### src/design/iptc_pkg.sv
// ----------------------------------------------------------------------------
// iptc_pkg
// shared types and constants for the iptc record stream parser
// ----------------------------------------------------------------------------
package iptc_pkg;

    // configuration port
    localparam int CFG_ADDR_W = 3;
    localparam logic REG_STREAM_LENGTH = 1'b0;   // register index, paddr[2]

    // byte codes
    localparam logic [7:0] MARKER_BYTE   = 8'h1C;
    localparam logic [7:0] RECORD_ONE    = 8'h01;
    localparam logic [7:0] RECORD_TWO    = 8'h02;

    // result kinds
    localparam logic [1:0] KIND_HEADER  = 2'd0;
    localparam logic [1:0] KIND_VALUE   = 2'd1;
    localparam logic [1:0] KIND_SUMMARY = 2'd2;

    // stop reasons
    localparam logic [1:0] STOP_BUFFER_END = 2'd0;
    localparam logic [1:0] STOP_BAD_MARKER = 2'd1;
    localparam logic [1:0] STOP_SHORT_HDR  = 2'd2;
    localparam logic [1:0] STOP_BAD_LENGTH = 2'd3;

    typedef enum logic [2:0] {
        PH_SEARCH = 3'd0,
        PH_MARKER = 3'd1,
        PH_DSET   = 3'd2,
        PH_REC    = 3'd3,
        PH_LEN    = 3'd4,
        PH_LONG   = 3'd5,
        PH_VALUE  = 3'd6,
        PH_DONE   = 3'd7
    } phase_t;

    typedef struct packed {
        logic [7:0] data_byte;
        logic       first_of_buffer;
    } item_t;

    typedef struct packed {
        logic [1:0]  kind;
        logic [7:0]  dataset;
        logic [7:0]  record_number;
        logic [30:0] value_length;
        logic [7:0]  value_byte;
        logic        last_value_byte;
        logic [30:0] tags_found;
        logic [1:0]  stop_reason;
        logic        found_any;
    } result_t;

    // results produced by one accepted byte
    typedef struct packed {
        logic [1:0] n;
        result_t    res0;
        result_t    res1;
    } push_t;

endpackage

### src/design/iptc_cfg_regs.sv
// ----------------------------------------------------------------------------
// iptc_cfg_regs
// apb-style register file holding the buffer length
// ----------------------------------------------------------------------------
module iptc_cfg_regs
(
    input  logic                             clk,
    input  logic                             rst_n,
    input  logic                             psel,
    input  logic                             penable,
    input  logic                             pwrite,
    input  logic [iptc_pkg::CFG_ADDR_W-1:0]  paddr,
    input  logic [31:0]                      pwdata,
    output logic [31:0]                      prdata,
    output logic                             pready,
    output logic [30:0]                      stream_length
);

    logic [30:0] stream_length_reg;
    logic [30:0] stream_length_next;
    logic        wr_en;

    assign pready = 1'b1;
    assign wr_en  = psel & penable & pwrite & pready;

    always_comb
    begin
        stream_length_next = stream_length_reg;
        if (wr_en && paddr[2] == iptc_pkg::REG_STREAM_LENGTH)
        begin
            stream_length_next = pwdata[30:0];
        end
    end

    always_ff @(posedge clk or negedge rst_n)
    begin
        if (!rst_n)
        begin
            stream_length_reg <= '0;
        end
        else
        begin
            stream_length_reg <= stream_length_next;
        end
    end

    always_comb
    begin
        prdata = '0;
        if (paddr[2] == iptc_pkg::REG_STREAM_LENGTH)
        begin
            prdata = {1'b0, stream_length_reg};
        end
    end

    assign stream_length = stream_length_reg;

endmodule

### src/design/iptc_parse_core.sv
// ----------------------------------------------------------------------------
// iptc_parse_core
// parser state and the single-pass per-byte step logic
// ----------------------------------------------------------------------------
module iptc_parse_core
(
    input  logic              clk,
    input  logic              rst_n,
    input  logic              accept,
    input  iptc_pkg::item_t   item,
    input  logic [30:0]       stream_length,
    output iptc_pkg::push_t   push
);

    iptc_pkg::phase_t phase_reg,  phase_next,  eff_phase;
    logic [30:0]      pos_reg,    pos_next,    eff_pos;
    logic             pend_reg,   pend_next,   eff_pend;
    logic [7:0]       dset_reg,   dset_next,   eff_dset;
    logic [7:0]       rec_reg,    rec_next,    eff_rec;
    logic [31:0]      acc_reg,    acc_next,    eff_acc;
    logic [2:0]       lidx_reg,   lidx_next,   eff_lidx;
    logic [30:0]      remain_reg, remain_next, eff_remain;
    logic [30:0]      count_reg,  count_next,  eff_count;

    logic [7:0]  b;
    logic [31:0] lim;
    logic [31:0] p1, p4, p5, p6;
    logic [30:0] count_inc;
    logic [31:0] fin_len;
    logic [32:0] len_sum;
    logic        fin_bad;
    logic        do_finish;
    logic        do_stop;
    logic [1:0]  stop_code;

    function automatic iptc_pkg::result_t mk_res(
        input logic [1:0]  kind,
        input logic [7:0]  ds,
        input logic [7:0]  rc,
        input logic [30:0] vl,
        input logic [7:0]  vb,
        input logic        last,
        input logic [1:0]  reason,
        input logic [30:0] cnt
    );
        iptc_pkg::result_t r;
        r.kind            = kind;
        r.dataset         = ds;
        r.record_number   = rc;
        r.value_length    = vl;
        r.value_byte      = vb;
        r.last_value_byte = last;
        r.tags_found      = cnt;
        r.stop_reason     = reason;
        r.found_any       = (cnt != '0);
        return r;
    endfunction

    // start of buffer clears the parse before the byte is looked at
    always_comb
    begin
        if (item.first_of_buffer)
        begin
            eff_phase  = iptc_pkg::PH_SEARCH;
            eff_pos    = '0;
            eff_pend   = 1'b0;
            eff_dset   = '0;
            eff_rec    = '0;
            eff_acc    = '0;
            eff_lidx   = '0;
            eff_remain = '0;
            eff_count  = '0;
        end
        else
        begin
            eff_phase  = phase_reg;
            eff_pos    = pos_reg;
            eff_pend   = pend_reg;
            eff_dset   = dset_reg;
            eff_rec    = rec_reg;
            eff_acc    = acc_reg;
            eff_lidx   = lidx_reg;
            eff_remain = remain_reg;
            eff_count  = count_reg;
        end
    end

    assign b         = item.data_byte;
    assign lim       = {1'b0, stream_length};
    assign p1        = {1'b0, eff_pos} + 32'd1;
    assign p4        = {1'b0, eff_pos} + 32'd4;
    assign p5        = {1'b0, eff_pos} + 32'd5;
    assign p6        = {1'b0, eff_pos} + 32'd6;
    assign count_inc = eff_count + 31'd1;

    // candidate length when the length field completes on this byte
    assign fin_len = (eff_phase == iptc_pkg::PH_LONG) ? {eff_acc[23:0], b}
                                                      : {16'd0, eff_acc[7:0], b};
    assign len_sum = {1'b0, p1} + {1'b0, fin_len};
    assign fin_bad = fin_len[31] || (fin_len > lim) || (len_sum > {1'b0, lim});

    always_comb
    begin
        phase_next  = eff_phase;
        pos_next    = eff_pos;
        pend_next   = eff_pend;
        dset_next   = eff_dset;
        rec_next    = eff_rec;
        acc_next    = eff_acc;
        lidx_next   = eff_lidx;
        remain_next = eff_remain;
        count_next  = eff_count;
        push        = '0;
        do_finish   = 1'b0;
        do_stop     = 1'b0;
        stop_code   = iptc_pkg::STOP_BUFFER_END;

        if (eff_phase != iptc_pkg::PH_DONE && eff_pos < stream_length)
        begin
            pos_next = p1[30:0];
            case (eff_phase)
                iptc_pkg::PH_SEARCH:
                begin
                    if (eff_pend && (b == iptc_pkg::RECORD_ONE || b == iptc_pkg::RECORD_TWO))
                    begin
                        pend_next = 1'b0;
                        if (p4 >= lim)
                        begin
                            do_stop   = 1'b1;
                            stop_code = iptc_pkg::STOP_SHORT_HDR;
                        end
                        else
                        begin
                            dset_next  = b;
                            phase_next = iptc_pkg::PH_REC;
                        end
                    end
                    else
                    begin
                        pend_next = (b == iptc_pkg::MARKER_BYTE);
                        // a marker in the last byte has nothing to look ahead at
                        if (p1 >= lim)
                        begin
                            do_stop   = 1'b1;
                            stop_code = iptc_pkg::STOP_BUFFER_END;
                        end
                    end
                end
                iptc_pkg::PH_MARKER:
                begin
                    if (b != iptc_pkg::MARKER_BYTE)
                    begin
                        do_stop   = 1'b1;
                        stop_code = iptc_pkg::STOP_BAD_MARKER;
                    end
                    else if (p5 >= lim)
                    begin
                        do_stop   = 1'b1;
                        stop_code = iptc_pkg::STOP_SHORT_HDR;
                    end
                    else
                    begin
                        phase_next = iptc_pkg::PH_DSET;
                    end
                end
                iptc_pkg::PH_DSET:
                begin
                    dset_next  = b;
                    phase_next = iptc_pkg::PH_REC;
                end
                iptc_pkg::PH_REC:
                begin
                    rec_next   = b;
                    acc_next   = '0;
                    lidx_next  = '0;
                    phase_next = iptc_pkg::PH_LEN;
                end
                iptc_pkg::PH_LEN:
                begin
                    if (eff_lidx == 3'd0)
                    begin
                        if (b[7])
                        begin
                            if (p6 >= lim)
                            begin
                                do_stop   = 1'b1;
                                stop_code = iptc_pkg::STOP_SHORT_HDR;
                            end
                            else
                            begin
                                acc_next   = '0;
                                lidx_next  = 3'd1;
                                phase_next = iptc_pkg::PH_LONG;
                            end
                        end
                        else
                        begin
                            acc_next  = {24'd0, b};
                            lidx_next = 3'd1;
                        end
                    end
                    else
                    begin
                        do_finish = 1'b1;
                    end
                end
                iptc_pkg::PH_LONG:
                begin
                    // byte 1 of the long field is skipped, bytes 2 to 5 carry the length
                    if (eff_lidx >= 3'd2)
                    begin
                        acc_next = {eff_acc[23:0], b};
                    end
                    if (eff_lidx >= 3'd5)
                    begin
                        do_finish = 1'b1;
                    end
                    else
                    begin
                        lidx_next = eff_lidx + 3'd1;
                    end
                end
                iptc_pkg::PH_VALUE:
                begin
                    if (eff_remain <= 31'd1)
                    begin
                        remain_next = '0;
                        count_next  = count_inc;
                        push.res0   = mk_res(iptc_pkg::KIND_VALUE, eff_dset, eff_rec,
                                             eff_acc[30:0], b, 1'b1,
                                             iptc_pkg::STOP_BUFFER_END, count_inc);
                        if (p1 >= lim)
                        begin
                            push.res1  = mk_res(iptc_pkg::KIND_SUMMARY, '0, '0, '0, '0, 1'b0,
                                                iptc_pkg::STOP_BUFFER_END, count_inc);
                            push.n     = 2'd2;
                            phase_next = iptc_pkg::PH_DONE;
                        end
                        else
                        begin
                            push.n     = 2'd1;
                            phase_next = iptc_pkg::PH_MARKER;
                        end
                    end
                    else
                    begin
                        remain_next = eff_remain - 31'd1;
                        push.res0   = mk_res(iptc_pkg::KIND_VALUE, eff_dset, eff_rec,
                                             eff_acc[30:0], b, 1'b0,
                                             iptc_pkg::STOP_BUFFER_END, eff_count);
                        push.n      = 2'd1;
                    end
                end
                default:
                begin
                    phase_next = eff_phase;
                end
            endcase

            // length field complete: a bad length stops the parse, else header, then value bytes or next record
            if (do_finish)
            begin
                acc_next = fin_len;
                if (fin_bad)
                begin
                    do_stop   = 1'b1;
                    stop_code = iptc_pkg::STOP_BAD_LENGTH;
                end
                else
                begin
                    push.res0 = mk_res(iptc_pkg::KIND_HEADER, eff_dset, eff_rec,
                                       fin_len[30:0], '0, 1'b0,
                                       iptc_pkg::STOP_BUFFER_END, eff_count);
                    push.n    = 2'd1;
                    if (fin_len == '0)
                    begin
                        // empty value completes the record on its header
                        count_next = count_inc;
                        if (p1 >= lim)
                        begin
                            push.res1  = mk_res(iptc_pkg::KIND_SUMMARY, '0, '0, '0, '0, 1'b0,
                                                iptc_pkg::STOP_BUFFER_END, count_inc);
                            push.n     = 2'd2;
                            phase_next = iptc_pkg::PH_DONE;
                        end
                        else
                        begin
                            phase_next = iptc_pkg::PH_MARKER;
                        end
                    end
                    else
                    begin
                        remain_next = fin_len[30:0];
                        phase_next  = iptc_pkg::PH_VALUE;
                    end
                end
            end

            if (do_stop)
            begin
                push.res0  = mk_res(iptc_pkg::KIND_SUMMARY, '0, '0, '0, '0, 1'b0,
                                    stop_code, eff_count);
                push.n     = 2'd1;
                phase_next = iptc_pkg::PH_DONE;
            end
        end

        if (!accept)
        begin
            push.n = 2'd0;
        end
    end

    always_ff @(posedge clk or negedge rst_n)
    begin
        if (!rst_n)
        begin
            phase_reg  <= iptc_pkg::PH_SEARCH;
            pos_reg    <= '0;
            pend_reg   <= 1'b0;
            dset_reg   <= '0;
            rec_reg    <= '0;
            acc_reg    <= '0;
            lidx_reg   <= '0;
            remain_reg <= '0;
            count_reg  <= '0;
        end
        else if (accept)
        begin
            phase_reg  <= phase_next;
            pos_reg    <= pos_next;
            pend_reg   <= pend_next;
            dset_reg   <= dset_next;
            rec_reg    <= rec_next;
            acc_reg    <= acc_next;
            lidx_reg   <= lidx_next;
            remain_reg <= remain_next;
            count_reg  <= count_next;
        end
    end

    a_done_sticks: assert property (@(posedge clk) disable iff (!rst_n)
        (accept && !item.first_of_buffer && phase_reg == iptc_pkg::PH_DONE)
        |=> (phase_reg == iptc_pkg::PH_DONE))
        else $error("parse restarted without start of buffer");

    a_second_is_summary: assert property (@(posedge clk) disable iff (!rst_n)
        (push.n == 2'd2) |-> (push.res1.kind == iptc_pkg::KIND_SUMMARY
                              && phase_next == iptc_pkg::PH_DONE))
        else $error("second result of a byte is not a closing summary");

endmodule

### src/design/iptc_result_queue.sv
// ----------------------------------------------------------------------------
// iptc_result_queue
// four-entry result queue taking up to two results per cycle
// ----------------------------------------------------------------------------
module iptc_result_queue
(
    input  logic              clk,
    input  logic              rst_n,
    input  iptc_pkg::push_t   push,
    output logic              room,
    output logic              result_valid,
    input  logic              result_ready,
    output iptc_pkg::result_t result
);

    localparam int DEPTH = 4;
    localparam int PTR_W = $clog2(DEPTH);
    localparam int CNT_W = $clog2(DEPTH + 1);

    iptc_pkg::result_t mem [DEPTH];

    logic [PTR_W-1:0] wr_ptr_reg, wr_ptr_next;
    logic [PTR_W-1:0] rd_ptr_reg, rd_ptr_next;
    logic [CNT_W-1:0] count_reg,  count_next;
    logic             pop;
    logic [PTR_W-1:0] wr_ptr_plus1;

    assign pop          = result_valid & result_ready;
    assign wr_ptr_plus1 = wr_ptr_reg + PTR_W'(1);

    always_comb
    begin
        wr_ptr_next = wr_ptr_reg + PTR_W'(push.n);
        rd_ptr_next = rd_ptr_reg + PTR_W'(pop);
        count_next  = count_reg + CNT_W'(push.n) - CNT_W'(pop);
    end

    always_ff @(posedge clk or negedge rst_n)
    begin
        if (!rst_n)
        begin
            wr_ptr_reg <= '0;
            rd_ptr_reg <= '0;
            count_reg  <= '0;
        end
        else
        begin
            wr_ptr_reg <= wr_ptr_next;
            rd_ptr_reg <= rd_ptr_next;
            count_reg  <= count_next;
        end
    end

    always_ff @(posedge clk)
    begin
        if (push.n != 2'd0)
        begin
            mem[wr_ptr_reg] <= push.res0;
        end
        if (push.n == 2'd2)
        begin
            mem[wr_ptr_plus1] <= push.res1;
        end
    end

    // keep two free entries for a byte that closes a record at buffer end
    assign room         = (count_reg <= CNT_W'(DEPTH - 2));
    assign result_valid = (count_reg != '0);
    assign result       = mem[rd_ptr_reg];

    a_cap: assert property (@(posedge clk) disable iff (!rst_n)
        count_reg <= CNT_W'(DEPTH))
        else $error("result queue overflow");

    a_push_room: assert property (@(posedge clk) disable iff (!rst_n)
        (push.n != 2'd0) |-> (count_reg <= CNT_W'(DEPTH - 2)))
        else $error("results pushed without room");

endmodule

### src/design/iptc_record_stream_parser.sv
// ----------------------------------------------------------------------------
// iptc_record_stream_parser
// byte-serial parser for iim-style tagged record streams
// ----------------------------------------------------------------------------
// the block takes one buffer byte per transaction and can accept a byte in
// every clock cycle. each byte goes through a combinational step against the
// parser state; its results (record header, value byte, closing summary) are
// written to a four-entry result queue as the byte is taken and leave it in
// order, one per cycle while result_ready is high. a byte causes at most two
// results (the final value byte or an empty record at buffer end, followed by
// the summary), so the intake holds off only while the queue has fewer than
// two free entries, which happens when the output side stalls. the buffer
// length comes from the stream_length register (byte address 0); write it
// while the parser is idle. a byte flagged first_of_buffer restarts the parse.
// ----------------------------------------------------------------------------
module iptc_record_stream_parser
(
    input  logic                             clk,
    input  logic                             rst_n,

    // byte input
    input  logic                             item_valid,
    output logic                             item_ready,
    input  iptc_pkg::item_t                  item,

    // result output
    output logic                             result_valid,
    input  logic                             result_ready,
    output iptc_pkg::result_t                result,

    // configuration port
    input  logic                             psel,
    input  logic                             penable,
    input  logic                             pwrite,
    input  logic [iptc_pkg::CFG_ADDR_W-1:0]  paddr,
    input  logic [31:0]                      pwdata,
    output logic [31:0]                      prdata,
    output logic                             pready
);

    logic            accept;
    logic            room;
    logic [30:0]     stream_length;
    iptc_pkg::push_t push;

    // intake is open whenever the queue can absorb a worst-case byte
    assign item_ready = room;
    assign accept     = item_valid & item_ready;

    // buffer length register
    iptc_cfg_regs u_cfg
    (
        .clk           (clk),
        .rst_n         (rst_n),
        .psel          (psel),
        .penable       (penable),
        .pwrite        (pwrite),
        .paddr         (paddr),
        .pwdata        (pwdata),
        .prdata        (prdata),
        .pready        (pready),
        .stream_length (stream_length)
    );

    // per-byte parse step and parser state
    iptc_parse_core u_core
    (
        .clk           (clk),
        .rst_n         (rst_n),
        .accept        (accept),
        .item          (item),
        .stream_length (stream_length),
        .push          (push)
    );

    // result queue decouples output stalls from the intake
    iptc_result_queue u_queue
    (
        .clk           (clk),
        .rst_n         (rst_n),
        .push          (push),
        .room          (room),
        .result_valid  (result_valid),
        .result_ready  (result_ready),
        .result        (result)
    );

endmodule

### config.mk
export PLATFORM = sky130hd
export DESIGN_NAME = iptc_record_stream_parser
export DESIGN_NICKNAME = d
export VERILOG_FILES = /design/src/design/iptc_pkg.sv /design/src/design/iptc_cfg_regs.sv /design/src/design/iptc_parse_core.sv /design/src/design/iptc_result_queue.sv /design/src/design/iptc_record_stream_parser.sv
export SDC_FILE = /design/constraint.sdc
export NUM_CORES = 2
export LEC_CHECK = 0
export ABC_AREA = 1
export BUFFER_PORTS_ARGS = -buffer_cell sky130_fd_sc_hd__clkbuf_2
export CAP_MARGIN = 10
export CORE_AREA = 2 2 389 295
export DETAILED_ROUTE_END_ITERATION = 8
export DIE_AREA = 0 0 391 297
export SETUP_SLACK_MARGIN = 0.02
export SYNTH_ARGS = -nofsm -noshare
export SYNTH_HDL_FRONTEND = slang
export SYNTH_HIERARCHICAL = 1
export SYNTH_SLANG_ARGS = --single-unit
### constraint.sdc
create_clock -name clk -period 9.9 [get_ports clk]
set_input_delay 1.98 -clock clk [delete_from_list [all_inputs] [get_ports clk]]
set_output_delay 1.98 -clock clk [all_outputs]
set_load 0.02 [all_outputs]
==> impl_results.md <==
* Row count at roughly 110
* 1st-pass router iterations at 6
* Die area at 116000 sq um
* Reg2reg start: u_core/pos_reg[7]
* Status: complete, no violations
* Total GRT Usage at 25.8%
* Most frequent CP cell: nand2_1
* CTS tree: done
* H-tree depth at 3
* DRT Wirelength at approximately 150000 um
* GRT overflow at 0
* # setup viols final at 0
* RSZ-0062 raised after global routing: no
* Initial Utilization at between 30% and 40%
* Worst hold endpoint: u_core/remain_reg[1]
* CP bufs+invs at 7
* Top FF cell, synth: edfxtp_1
* Syn Inst Count at ~6300
* Layout cells sized above 1 at between 10% and 20%
* Max reg flops at ~370
* Post-synth EDFFs at roughly 370
* Post-CTS Hold Buffers at 0
* Max rail drop VDD at about 0.33 mV
* # IOs at 178
* Fin cells at around 7900
* Fin crit period at 9.00 ns
* Clock Root Buffer: clkbuf_16
* Syn avg cell area at 7.12 sq um
* First-pass GRT wire length at about 230000 um
* Final TNS setup at 0 ns
* CP startpoint: item[0]
* Finished Core Util at 44.4%
* Req. time, crit path at ~10 ns
* Critical path depth at 43
* Vias in the first global route at around 40000
* Via/cell ratio at approximately 5.4
* Seq cells post-synth at 553
* Setup Skew at approximately 0.044 ns
* Netlist cell types at around 60
* Final Hold Viols at 0
* Total CTS buffers at 66
* DRT iter0 DRCs at between 4000 and 5000
* Synth Cell Area at 44600 sq um
* Pin count of the biggest net entering global routing at about 180
* Max incr delay on CP at 0.43 ns
* Hold WS at 0.477 ns
* Number of post-CTS setup repair buffers at 0
* Post-route DRC violation count at 0
* Crit Path Class: input pin to flip-flop
* Seq/Total Area, Yosys at a little over a third
* Max transition margin at 16.7%
* FFs w/ async S/R, synth at approximately 33%
* Crit Reg-Reg Endpoint: u_queue/count_reg[2]
* Hold path depth at 2
* Reg2reg setup slack at roughly 2.0 ns
* Area growth syn-to-layout at 12.0%
* Worst-Skew Late Latency at roughly 0.68 ns
* Initial antenna violation count at 1
* DR vias at around 43000
* Largest delay contributor family on the critical path: simple AND/OR/NAND/NOR gates
* Clock-pin slew on the worst setup and hold paths at around 0.06 ns
* Largest Register: u_queue/mem
* P per Cell Area at 244 nW/um^2
* Max-slew violations at 0
* Most frequent cells in the layout: nand2_1 (1644), nor2_1 (782), inv_1 (547)
* R2R cell count at 44
* Core Area at 112000 sq um
* LEAKAGE at ~22 nW
* Arrival @ worst endpoint at approximately 9.6 ns
* Dpl hpwl at around 110000 um
* Clock Tree Buf Depth at 3
* Cts repair resizes at 0
* ANT nets after route at 0
* Final period util at 90.9%
* GP Congestion at 1.01
* Die H at about 300 um
* Fmax at between 0.1 and 0.15 GHz
* IO Port Bufs at roughly 170
* Max Cap Violations at 0
* Worst slew pin tran at approximately 1.2 ns
* Critical-path top delay cell: fa_1
* Cells after DPL at between 7000 and 8000
* Clock sinks at 553
* Die Span X at around 400 um
* Min-Delay Startpoint: u_core/remain_reg[1]
* Yosys warns at 6
* Crit path launch type: input pin
* Critical path endpoint category: flip-flop
* Commonest non-fill, non-tap cell in the layout: nand2_1
* Worst-path fanout max at 12
* ANT cells at 0
* Routed wire per std cell at between 15 and 20 um
* Hold/Removal Path Class: flip-flop to flip-flop
* Final #Nets at between 6000 and 7000
[worst min-delay path, stage by stage (launching register included)]
cell and delay, ns:
dfrtp_1 0.34, nand2_1 0.05, nand2_1 0.05
[stage by stage]
stage | area [sq um] | setup WS (ns) | total power [mW]
3_5_place_dp | 47900 | 0.512 | 9.67
3_3_place_gp | 47900 | 0.642 | 9.56
2_1_floorplan | 44800 | 0.0735 | 7.73
5_1_grt | 49900 | 0.503 | 13.1
4_1_cts | 49900 | 1.22 | 12.1
6_report | 49900 | 0.905 | 12.2
[cells by family (layout without fill, tap and decap cells)]
family	count (synthesis)	after routing	share of synthesized area (%)
XOR/XNOR	173	173	3.40
AND/OR/NAND/NOR	2924	2924	27.2
buffers and inverters	950	1097	9.75
AO/OA/AOI/OAI	1388	1388	16.9
flip-flops	553	553	35.2
adder cells (fa/ha/maj)	267	267	7.53
other	3	61	0.0253
[report_power, final]
| group | switching, mW | internal (mW) |
|---|---|---|
| sequential | 0.282 | 2.96 |
| clock | 1.05 | 1.38 |
| combinational | 4.52 | 1.98 |
| total | 5.84 | 6.33 |
[layer usage]
layer  GRT usage, %  routed length (um)  vias to the layer above
met5              0                  13                        -
met4           6.28                3250                        2
met3           5.29               14300                      211
met2           37.3               63500                     1738
met1           39.0               71700                    20200
li1               -                   -                    20900
[area by class of cell]
| cell class | count | area, sq um |
|---|---|---|
| Inverter | 575 | 2170 |
| Timing Repair Buffer | 406 | 3300 |
| Fill cell | 11500 | 62500 |
| Clock buffer | 91 | 1810 |
| Clock inverter | 25 | 243 |
| Multi-Input combinational cell | 4813 | 24900 |
| Tap cell | 1471 | 1840 |
| Sequential cell | 553 | 15700 |
[synth_stat cells (all sizes together), types with 2 or more instances]
library cell | count | area [sq um]
nor3 | 48 | 267
edfxtp | 368 | 11100
o21ai | 873 | 4620
conb | 3 | 11.3
o22ai | 12 | 75.1
xor2 | 152 | 1330
buf | 234 | 1660
nand2 | 1672 | 6350
xnor2 | 21 | 184
or2 | 5 | 31.3
o211ai | 42 | 315
nand3 | 249 | 1260
fa | 2 | 40.0
o21bai | 5 | 37.5
a31oi | 4 | 25.0
o31ai | 3 | 22.5
a21oi | 408 | 2060
nand4 | 79 | 507
nand3b | 5 | 37.5
clkbuf | 141 | 531
clkinv | 4 | 15.0
ha | 265 | 3320
nor2 | 849 | 3550
a21o | 9 | 67.6
inv | 571 | 2150
dfrtp | 185 | 4630
a211oi | 28 | 295
nor4 | 12 | 75.1
[how the worst max path moves through the flow]
stage          slack, ns              endpoint
2_1_floorplan       0.07     u_queue/mem[3][0]
3_3_place_gp        0.64  u_queue/count_reg[2]
3_5_place_dp        0.51  u_queue/count_reg[2]
4_1_cts             1.22  u_queue/count_reg[2]
5_1_grt             0.50  u_queue/count_reg[2]
6_report            0.90  u_queue/count_reg[2]
No activity file was read; power rests on OpenSTA's default activity.
